--- src/rtl/bsob_pkg.sv ---
// Shared types and constants for the monochrome blitter core.
// Used by the front end, the back end and the top level; depends on nothing.
package bsob_pkg;

  // Frame store geometry
  localparam int ROW_BYTES    = 16;
  localparam int FRAME_WIDTH  = 128;
  localparam int FRAME_HEIGHT = 128;
  localparam int STORE_BYTES  = ROW_BYTES * FRAME_HEIGHT;
  localparam int ADDR_W       = $clog2(STORE_BYTES);
  // Signed blit address, room for walking far past either end of the store
  localparam int SADDR_W      = ADDR_W + 3;
  // Unsigned box address (row up to 381, column up to 47)
  localparam int BADDR_W      = ADDR_W + 2;
  localparam int CLR_W        = ADDR_W + 1;

  // Command queue between front and back
  localparam int QUEUE_DEPTH  = 2;
  localparam int QPTR_W       = $clog2(QUEUE_DEPTH);
  localparam int QCNT_W       = $clog2(QUEUE_DEPTH + 1);

  typedef enum logic [2:0] {
    CMD_CLEAR = 3'd0,
    CMD_BLIT  = 3'd1,
    CMD_SRC   = 3'd2,
    CMD_BOX   = 3'd3,
    CMD_READ  = 3'd4
  } cmd_e;

  typedef enum logic [2:0] {
    ST_CLEAR,
    ST_IDLE,
    ST_RD,
    ST_WR,
    ST_BOX_SET,
    ST_RD_WAIT,
    ST_RDOUT
  } state_e;

  // One classified command word as held in the queue
  typedef struct packed {
    cmd_e        cmd;
    logic [6:0]  pos_x;
    logic [6:0]  pos_y;
    logic [7:0]  size_w;
    logic [7:0]  size_h;
    logic        rotate;
    logic [7:0]  src_byte;
    logic [10:0] rd_addr;
  } op_t;

  // Reverse the bit order of a byte
  function automatic logic [7:0] flip8(input logic [7:0] v);
    logic [7:0] r;
    for (int k = 0; k < 8; k++) begin
      r[7-k] = v[k];
    end
    return r;
  endfunction

endpackage

--- src/rtl/bsob_if.sv ---
// Handshake channels of the blitter core: command words in, read data out.
// Depends on nothing.
interface bsob_in_if;
  logic        valid;
  logic        ready;
  logic [2:0]  cmd;
  logic [6:0]  pos_x;
  logic [6:0]  pos_y;
  logic [7:0]  size_w;
  logic [7:0]  size_h;
  logic        rotate;
  logic [7:0]  src_byte;
  logic [10:0] rd_addr;

  modport source (output valid, cmd, pos_x, pos_y, size_w, size_h, rotate, src_byte,
                  rd_addr, input ready);
  modport sink   (input valid, cmd, pos_x, pos_y, size_w, size_h, rotate, src_byte,
                  rd_addr, output ready);
endinterface


--- src/rtl/bsob_front.sv ---
// Front end: accepts command words, drops unused codes, queues the rest.
// Depends on bsob_pkg and bsob_in_if.
module bsob_front
  import bsob_pkg::*;
(
  input  logic       clk_i,
  input  logic       rst_ni,
  bsob_in_if.sink    in_i,
  output logic       op_valid_o,
  output op_t        op_o,
  input  logic       op_pop_i
);

  op_t               entries_q [QUEUE_DEPTH];
  logic [QPTR_W-1:0] wr_ptr_q, rd_ptr_q;
  logic [QCNT_W-1:0] count_q;
  logic              accept, push, known;
  op_t               word;

  assign in_i.ready = (count_q != QCNT_W'(QUEUE_DEPTH));
  assign accept     = in_i.valid && in_i.ready;

  // Classify: only defined commands enter the queue
  always_comb begin
    word.cmd      = cmd_e'(in_i.cmd);
    word.pos_x    = in_i.pos_x;
    word.pos_y    = in_i.pos_y;
    word.size_w   = in_i.size_w;
    word.size_h   = in_i.size_h;
    word.rotate   = in_i.rotate;
    word.src_byte = in_i.src_byte;
    word.rd_addr  = in_i.rd_addr;
    case (in_i.cmd) inside
      CMD_CLEAR, CMD_BLIT, CMD_SRC, CMD_BOX, CMD_READ: known = 1'b1;
      default:                                         known = 1'b0;
    endcase
  end

  assign push       = accept && known;
  assign op_valid_o = (count_q != '0);
  assign op_o       = entries_q[rd_ptr_q];

  // Store the pushed word
  always_ff @(posedge clk_i) begin
    if (push) begin
      entries_q[wr_ptr_q] <= word;
    end
  end

  // Advance queue pointers
  always_ff @(posedge clk_i or negedge rst_ni) begin
    if (!rst_ni) begin
      wr_ptr_q <= '0;
      rd_ptr_q <= '0;
      count_q  <= '0;
    end else begin
      if (push) begin
        wr_ptr_q <= (wr_ptr_q == QPTR_W'(QUEUE_DEPTH - 1)) ? '0 : wr_ptr_q + 1'b1;
      end
      if (op_pop_i) begin
        rd_ptr_q <= (rd_ptr_q == QPTR_W'(QUEUE_DEPTH - 1)) ? '0 : rd_ptr_q + 1'b1;
      end
      count_q <= count_q + QCNT_W'(push) - QCNT_W'(op_pop_i);
    end
  end

endmodule

--- src/flat_wrapper.sv ---
// flat-port wrapper written by rule: the top's interface ports become plain ports
module bsob_front_flat import bsob_pkg::*;
  (clk_i, rst_ni, op_valid_o, op_o, op_pop_i, in_i_valid, in_i_cmd, in_i_pos_x, in_i_pos_y, in_i_size_w, in_i_size_h, in_i_rotate, in_i_src_byte, in_i_rd_addr, in_i_ready);
  bsob_in_if in_i_i ();
  input  logic clk_i;
  input  logic rst_ni;
  output logic op_valid_o;
  output op_t op_o;
  input  logic op_pop_i;
  input wire logic [$bits(in_i_i.valid)-1:0] in_i_valid;
  input wire logic [$bits(in_i_i.cmd)-1:0] in_i_cmd;
  input wire logic [$bits(in_i_i.pos_x)-1:0] in_i_pos_x;
  input wire logic [$bits(in_i_i.pos_y)-1:0] in_i_pos_y;
  input wire logic [$bits(in_i_i.size_w)-1:0] in_i_size_w;
  input wire logic [$bits(in_i_i.size_h)-1:0] in_i_size_h;
  input wire logic [$bits(in_i_i.rotate)-1:0] in_i_rotate;
  input wire logic [$bits(in_i_i.src_byte)-1:0] in_i_src_byte;
  input wire logic [$bits(in_i_i.rd_addr)-1:0] in_i_rd_addr;
  output wire logic [$bits(in_i_i.ready)-1:0] in_i_ready;
  assign in_i_i.valid = in_i_valid;
  assign in_i_i.cmd = in_i_cmd;
  assign in_i_i.pos_x = in_i_pos_x;
  assign in_i_i.pos_y = in_i_pos_y;
  assign in_i_i.size_w = in_i_size_w;
  assign in_i_i.size_h = in_i_size_h;
  assign in_i_i.rotate = in_i_rotate;
  assign in_i_i.src_byte = in_i_src_byte;
  assign in_i_i.rd_addr = in_i_rd_addr;
  assign in_i_ready = in_i_i.ready;
  bsob_front u_core (.clk_i(clk_i), .rst_ni(rst_ni), .in_i(in_i_i), .op_valid_o(op_valid_o), .op_o(op_o), .op_pop_i(op_pop_i));
endmodule
--- config.mk ---
export PLATFORM = sky130hd
export DESIGN_NAME = bsob_front_flat
export DESIGN_NICKNAME = d
export VERILOG_FILES = /design/src/rtl/bsob_pkg.sv /design/src/rtl/bsob_if.sv /design/src/rtl/bsob_front.sv /design/src/flat_wrapper.sv
export SDC_FILE = /design/constraint.sdc
export NUM_CORES = 1
export LEC_CHECK = 0
export BUFFER_PORTS_ARGS = -buffer_cell sky130_fd_sc_hd__buf_2
export CAP_MARGIN = 20
export CELL_PAD_IN_SITES_DETAIL_PLACEMENT = 0
export CELL_PAD_IN_SITES_GLOBAL_PLACEMENT = 2
export CORE_ASPECT_RATIO = 1.25
export CORE_MARGIN = 5
export CORE_UTILIZATION = 35
export CTS_CLUSTER_DIAMETER = 200
export DETAILED_ROUTE_END_ITERATION = 8
export GPL_TIMING_DRIVEN = 1
export PLACE_DENSITY = 0.82
export SLEW_MARGIN = 0
export SYNTH_ARGS = -nofsm -noshare
export SYNTH_HDL_FRONTEND = slang
export SYNTH_SLANG_ARGS = --single-unit
export TNS_END_PERCENT = 20
--- constraint.sdc ---
create_clock -name clk_i -period 3.3 [get_ports clk_i]
set_clock_uncertainty 0.15 [all_clocks]
set_input_delay 0 -clock clk_i [delete_from_list [all_inputs] [get_ports clk_i]]
set_output_delay 0 -clock clk_i [all_outputs]
set_load 0.03 [all_outputs]
==> results.txt, run 1 <==
Clk_lat worst skew: 330 ps
CTS Buf Count: 9
Final setup TNS: 0 ps
Setup WS pre-CTS: 1330 ps
Launch point of the worst reg-to-reg path: u_core.count_q[1]
Worst hold path type: in2reg
CTS Buffer Depth: 2
CP startpoint: u_core.rd_ptr_q
Critical path's slowest cell: dfrtp_4
Top-area cell type share of the netlist area: 0.744
Drt initial violations: 84
Layout cells sized above 1: 0.510
CTS tree: yes
Worst Setup Start Kind: register
Worst slew pin tran: 977 ps
Hold Fails Final Rpt: 0
Max_cap viols: 0
DP Area: 0.00498 mm2
Buffers on Ports: 111
Normalized max-slew margin: 0.349
Total Power: 4.68 mW
Drt drc: 0
CP max FO: 54
Initial antenna violation count: 0
Die Wd: 109 um
Design area: 0.00585 mm2
Cell accounting for the most synthesized area: edfxtp_1
Die Footprint: 0.0146 mm2
Max incr delay on CP: 1080 ps
Largest cells by area after synthesis: edfxtp_1 74%, mux2_4 17%, buf_12 2.3%
Final setup fails: 0
Critical-path cell list: mux2_2, buf_2
Cts repair resizes: 0
Final period utilization: 0.660
CTS root buf: clkbuf_16
Distinct cells, synth: 15
Pleak: 2.33 nW
Buf+Inv Stages, Crit Path: 1
Crit path capture type: output pin
YS warnings: 0
Critical Path RT: 3150 ps
Asr flop ratio synth: 0.0364
Worst EP arrival: 2030 ps
Site Rows: 45
Max H-tree Level: 3
Max Freq: 0.459 GHz
Mean Syn Cell Area: 23.1 um2
Sequential fraction of the synthesis area: 0.767
Layout area overhead: 36.6%
First-pass GRT wire length: 11200 um
Vias per cell: 4.19
Post-route minimum period: 2180 ps
Clk slew on worst S/H paths: 70 ps
Post-Synthesis Cells: 185
GP Congestion: 0.708
Area of the mapped netlist: 0.00428 mm2
Post-DR wirelength/cell: 13.8 um
CTS sink cnt: 110
Syn_nets: 244
Status: complete, no violations
Worst setup margin: 1120 ps
Post-DRT Antenna Nets: 0
Initial core utilization: 0.355
Total grt overflow: 0
Hpwl dp: 4920 um
Worst hold margin: 235 ps
Diodes inserted: 0
I/O pin count: 112
Pwr per Cell Area: 800 mW/mm2
Total global-route track usage: 0.102
Predominant post-synthesis flop cell: edfxtp_1
Routed wire length: 7330 um
DR vias: 2225
Maximum vdd ir drop: 481 uV
Most instantiated cells after synthesis: 106 x edfxtp_1, 49 x mux2_4, 5 x buf_12
Critical path class: reg2out
Die height: 134 um
Slew Viols, Final: 0
Vias in the first global route: 2348
Post-layout nets: 421
Top-count cell post-synth: edfxtp_1
RSZ-0062 raised after global routing: false
Kind of cell adding the most delay to the critical path: flip-flops
EDFF count, synth: 106
DR pass1 iterations: 4
Core area: 0.0120 mm2
Yosys reg bits: 110
Min-delay src: in_i_pos_y[5]
Largest net degree at the start of global routing: 55
layer usage:
metal  GRT usage  share of wire  up-vias
met1       0.116           0.40     1079
met3      0.0301          0.057        7
met4      0.0421          0.013        0
li1            -              -     1077
met5           0              0        -
met2       0.177           0.53       62
flip-flops by register name, indices dropped and copies added, names as in the netlist:
register,cells
u_core.rd_ptr_q,1
u_core.wr_ptr_q,1
u_core.entries_q,106
u_core.count_q,2
through the flow:
stage | util | cells
finish | 0.485 | 531
global route | 0.485 | 531
CTS | 0.485 | 531
detailed placement | 0.413 | 458
global placement | 0.413 | 458
floorplan | - | 185
layout by cell type, fill, tap and decap left out, drive strengths merged, types with 2 or more instances in the layout:
cell type,netlist,final
clkinv,0,3
edfxtp,106,106
xnor2,3,3
nor2,2,2
clkinvlp,0,2
ha,2,2
mux2,53,53
clkbuf,0,9
inv,4,5
dfrtp,4,4
buf,6,115
dlygate4sd3,0,57
power by group:
group	switching, mW	leakage, nW	internal, mW
Combinational	0.879	1.18	0.732
Clock	0.456	0.141	0.590
Sequential	0.232	1.02	1.79
worst paths after layout:
kind,to,slack (ps),depth (start not counted)
worst max register to register,u_core.entries_q[0][9],1350,4
min in group asynchronous,u_core.wr_ptr_q,410,3
max in group asynchronous,u_core.rd_ptr_q,2390,3
worst max-delay path,op_o[51],1120,2
worst min register to register,u_core.count_q[1],360,1
worst min-delay path,u_core.entries_q[0][41],240,2
final cells by class:
class,instances,area (um2)
Inverter,4,15.0
Fill cell,1073,6200
Clock buffer,9,225
Multi-Input combinational cell,65,886
Sequential cell,110,3290
Timing Repair Buffer,172,1160
Tap cell,164,205
Clock inverter,7,73.8
kinds of logic (layout without fill, tap and decap cells):
| logic type | count (synthesis) | count (layout) | share of synthesized area |
|---|---|---|---|
| compound gates | 1 | 1 | 0.00117 |
| xor+xnor | 4 | 4 | 0.00819 |
| fa+ha+maj | 2 | 2 | 0.00585 |
| buf+inv | 10 | 192 | 0.0295 |
| flops | 110 | 110 | 0.767 |
| mux | 53 | 53 | 0.182 |
| simple gates | 5 | 5 | 0.00585 |
timing repair:
| action | in CTS | in global routing |
|---|---|---|
| hold buffers | 57 | 0 |
| setup buffers | 0 | 0 |
| hold endpoints to repair | 112 | 0 |
worst register-to-register path: stages, from the launching register on:
cell and delay [ps]:
dfrtp_1 400, nand2b_1 110, nand3_1 240, nor2_4 290
buf_4 400
No activity file was read; power rests on OpenSTA's default activity.
==> inputs of run 2 (changes only) <==
clock period = 1.8 ns   (was 3.3 ns; I/O delays follow)
==> run 2 against run 1 <==
  * Register-to-register slack lost 1100 ps
  * Sequential share of layout area shrank 1.4 points
  * Clock-buffer cell count grew 4
  * Non-clock buffer count grew 6
  * Design area grew 2.5%
  * Flip-flop and latch count is the same
  * Global-route usage grew 1.3 points
  * Combinational power grew 120%
==> results.txt, run 2 (synthesis gave the netlist of run 1 again) <==
Multi-input combinational cell area: 906 um2
Layout area overhead: 40.0%
Post-DR wirelength/cell: 15.3 um
Critical path class: reg2out
Drt initial violations: 51
Worst hold path type: in2reg
CTS root buf: clkbuf_16
CTS Buf Count: 9
Total global-route track usage: 0.115
Max Freq: 0.571 GHz
Slew Viols, Final: 0
Worst setup margin: 47.9 ps
Normalized max-slew margin: 0.745
Setup WS pre-CTS: 262 ps
Critical Path RT: 1650 ps
CTS Buffer Depth: 2
Max_cap viols: 0
CTS sink cnt: 110
RSZ-0062 raised after global routing: true
CTS tree: yes
Initial antenna violation count: 1
I/O pin count: 112
Die Wd: 109 um
Final period utilization: 0.973
Commonest non-fill, non-tap cells in the layout: 110 x buf_2, 106 x edfxtp_1, 57 x dlygate4sd3_1
Site Rows: 45
Drt drc: 0
Die Footprint: 0.0146 mm2
Core area: 0.0120 mm2
Post-DRT Antenna Nets: 0
CP max FO: 12
FILL cells: 1057
Biggest register: u_core.entries_q
Die height: 134 um
Most common cell after layout, fill and taps aside: buf_2
Hold Fails Final Rpt: 0
Final setup fails: 0
First-pass GRT wire length: 12500 um
Vias per cell: 4.23
Post-route minimum period: 1750 ps
Initial core utilization: 0.355
Largest net degree at the start of global routing: 31
DR vias: 2274
Hpwl dp: 5350 um
Max reg flops: 106
Clk slew on worst S/H paths: 70 ps
Pwr per Cell Area: 1470 mW/mm2
Design area: 0.00599 mm2
Total grt overflow: 0
Max H-tree Level: 3
Worst EP arrival: 1600 ps
FF/Latch Area: 0.00329 mm2
Status: complete, no violations
Maximum vdd ir drop: 726 uV
Crit path capture type: output pin
Worst slew pin tran: 378 ps
Worst Setup Start Kind: register
Clk_lat worst skew: 330 ps
Buffers on Ports: 111
Post-layout nets: 427
Vias in the first global route: 2507
DP Area: 0.00510 mm2
Routed wire length: 8210 um
Top flop regs: u_core.entries_q: 106 flops, u_core.count_q: 2 flops
GP Congestion: 0.660
Layout cells sized above 1: 0.520
DR pass1 iterations: 4
Pleak: 2.40 nW
## run 2: cell type report
cell class                 count  area share
timing repair buffer         178       0.216
clock buffer                  13      0.0434
inverter                       4     0.00251
tap                          164      0.0342
clock inverter                 3     0.00355
antenna                        1    0.000418
sequential                   110       0.548
multi-input combinational     65       0.151
## run 2: report_power, final
part	total (mW)	switching (mW)	leakage (nW)	internal, mW
logic	3.54	1.98	1.24	1.56
clock network	1.83	0.818	0.136	1.02
registers	3.45	0.167	1.02	3.28
## run 2: path summary, 6_finish.rpt
path                                        start                       to  depth (start not counted)  slack (ps)
worst max-delay path              u_core.rd_ptr_q                 op_o[32]                          3          50
worst max register to register  u_core.count_q[1]  u_core.entries_q[0][32]                          4         270
worst min-delay path             in_i_src_byte[2]  u_core.entries_q[0][13]                          2         230
worst min register to register    u_core.wr_ptr_q          u_core.wr_ptr_q                          1         400
min in group asynchronous                  rst_ni        u_core.count_q[0]                          3         430
max in group asynchronous                  rst_ni          u_core.rd_ptr_q                          3         840
## run 2: worst max-delay path: stages, from the launching register on
cell       delay (ps)
dfrtp_4           560
clkbuf_16         220
mux2_4            310
buf_2             180
## run 2: through the flow
stage | hold WS (ps) | TNS (ps) | power (mW) | utilization | std cells
final | 235 | 0 | 8.82 | 0.497 | 538
after global routing | 232 | -38.2 | 9.23 | 0.497 | 538
after global placement | -324 | 0 | 6.86 | 0.423 | 461
after floorplan | -446 | -26900 | 6.17 | - | 185
after CTS | 215 | 0 | 8.89 | 0.495 | 536
after detailed placement | -325 | 0 | 6.91 | 0.423 | 461
## run 2: repair_timing
item | in CTS | in global routing
endpoints found under the hold margin | 113 | 0
gates cloned | 0 | 1
setup buffers | 2 | 0
endpoints found under the setup margin | 31 | 9
pin swaps | 0 | 0
hold buffers | 57 | 0
resized for setup | 1 | 0
## run 2: routing by layer
layer	part of all wire	track usage	vias to the layer above
li1	-	-	1087
met1	0.39	0.122	1113
met2	0.54	0.209	66
met3	0.060	0.0354	8
met4	0.013	0.0421	0
met5	0	0	-
==> inputs of run 3 (changes only) <==
CORE_MARGIN = default   (was 5)
CORE_UTILIZATION = 42   (was 35)
PLACE_DENSITY = 0.92   (was 0.82)
clock period = 2.2 ns   (was 1.8 ns; I/O delays follow)
==> run 3 against run 2 <==
  * Sequential share of layout area rose by 1.1 points
  * Flip-flop and latch count did not move
  * Routed wire length fell by 12%
  * Sequential power fell by 16%
  * Non-clock buffer count fell by 4
  * Core utilization rose by 10 points
  * Combinational power fell by 25%
  * Via count fell by 1.6%
  * Die area fell by 27%
==> results.txt, run 3 (synthesis gave the netlist of run 1 again) <==
Status: complete, no violations
CP max FO: 22
Hold Path Stages: 2
Pwr per Cell Area: 1220 mW/mm2
Routed wire length: 7180 um
Kind of cell adding the most delay to the critical path: flip-flops
Max reg flops: 106
Vias per cell: 4.52
Max_cap viols: 0
Total grt overflow: 0
Vias in the first global route: 2408
Buffers on Ports: 111
CTS Buffer Depth: 2
Worst hold path type: in2reg
Layout area overhead: 37.2%
FF/Latch Area: 0.00329 mm2
Max incr delay on CP: 700 ps
Site Rows: 40
Critical path class: reg2out
Diodes inserted: 0
Clk_lat worst skew: 340 ps
Hold EP: u_core.entries_q[1][30]
Multi-input combinational cell area: 893 um2
Maximum vdd ir drop: 649 uV
Die Wd: 92.3 um
Initial antenna violation count: 0
Buf+Inv Stages, Crit Path: 2
Switching part of the total: 0.328
CTS Buf Count: 9
FILL cells: 739
Post-route minimum period: 1930 ps
Crit path capture type: output pin
Critical path's slowest cell: dfrtp_4
Hpwl dp: 4640 um
Post-layout nets: 423
Total global-route track usage: 0.146
RSZ-0062 raised after global routing: false
CP startpoint: u_core.rd_ptr_q
Post-DRT Antenna Nets: 0
Biggest register: u_core.entries_q
Worst Setup Start Kind: register
GP Congestion: 0.635
I/O pin count: 112
DR pass1 iterations: 4
DP Area: 0.00499 mm2
Clk pwr share: 0.231
Core area: 0.00976 mm2
Critical Path RT: 2050 ps
R2R Setup Slk: 470 ps
Slew Viols, Final: 0
Most common cell after layout, fill and taps aside: buf_2
Drt initial violations: 128
Initial core utilization: 0.439
Worst slew pin tran: 430 ps
Post-DR wirelength/cell: 14.5 um
CTS root buf: clkbuf_16
Largest net degree at the start of global routing: 37
Layout cells sized above 1: 0.518
Launch point of the worst reg-to-reg path: u_core.count_q[1]
Seq pwr share: 0.402
Net Switching: 2.36 mW
Crit path depth: 3
Die Footprint: 0.0106 mm2
Hold Fails Final Rpt: 0
Worst r2r dst: u_core.entries_q[0][15]
Final setup fails: 0
Design area: 0.00587 mm2
Commonest non-fill, non-tap cells in the layout: 111 x buf_2, 106 x edfxtp_1, 57 x dlygate4sd3_1
Critical-path cell list: buf_12, mux2_4, buf_2
Pleak: 2.37 nW
Worst EP arrival: 1780 ps
Final period utilization: 0.879
Worst Reg-to-Reg Cells: 4
Die height: 115 um
Normalized max-slew margin: 0.713
CTS tree: yes
Comb pwr share: 0.367
Top flop regs: u_core.entries_q: 106 flops, u_core.count_q: 2 flops
Max H-tree Level: 3
CTS sink cnt: 110
Min-delay src: in_i_size_w[2]
First-pass GRT wire length: 11400 um
Clk slew on worst S/H paths: 70 ps
Max Freq: 0.517 GHz
DR vias: 2238
Int Pwr: 4.83 mW
Post-CTS Setup Bufs: 0
Final setup TNS: 0 ps
Drt drc: 0
==> run 3: cell count changes in the layout (fill, tap and decap cells not counted), moves of 2 or more <==
| cell | delta |
|---|---|
| clkinv_2 | +2 |
| clkbuf_1 | -2 |
| bufinv_16 | +2 |
| buf_12 | -3 |
| clkbuf_8 | -2 |
==> run 3: worst max-delay path by stage <==
stage,to
4_1_cts,op_o[7]
3_5_place_dp,u_core.entries_q[0][11]
2_1_floorplan,u_core.entries_q[0][0]
6_report,op_o[8]
5_1_grt,op_o[6]
3_3_place_gp,u_core.entries_q[0][11]
==> run 3: power groups by stage <==
stage	clock, mW	combinational [mW]	sequential (mW)
2_1_floorplan	0	2.23	2.80
3_3_place_gp	0	2.57	2.92
3_5_place_dp	0	2.59	2.94
4_1_cts	1.71	2.68	2.90
5_1_grt	1.79	2.79	2.93
6_report	1.66	2.64	2.89
==> run 3: metrics by stage <==
stage / std cells / power [mW] / worst slack (ps) / hold slack, ps / utilization
after floorplan: 185 / 5.03 / 46.4 / -446 / -
after detailed placement: 422 / 5.54 / 468 / -339 / 0.511
after CTS: 495 / 7.29 / 227 / 219 / 0.602
after global placement: 422 / 5.49 / 519 / -342 / 0.511
final: 495 / 7.19 / 267 / 235 / 0.602
after global routing: 495 / 7.51 / 190 / 232 / 0.602
==> run 3: what timing repair did <==
action                                  4_1_cts  5_1_grt
hold buffers                                 57        0
endpoints found under the setup margin        0        0
endpoints found under the hold margin       112        0
resized for setup                             0        0
==> run 3: final cells by class <==
class,count,area share
Tap cell,126,0.0268
Inverter,4,0.00256
Timing Repair Buffer,174,0.206
Clock buffer,9,0.0383
Sequential cell,110,0.560
Clock inverter,7,0.0149
Multi-Input combinational cell,65,0.152
==> run 3: layer usage <==
metal / global-route usage / share of wire / up-vias / wire, um
met3: 0.0251 / 0.035 / 10 / 254
met2: 0.268 / 0.55 / 60 / 3970
met4: 0.0781 / 0.023 / 0 / 164
li1: - / - / 1078 / -
met5: 0 / 0 / - / 0
met1: 0.161 / 0.39 / 1090 / 2790
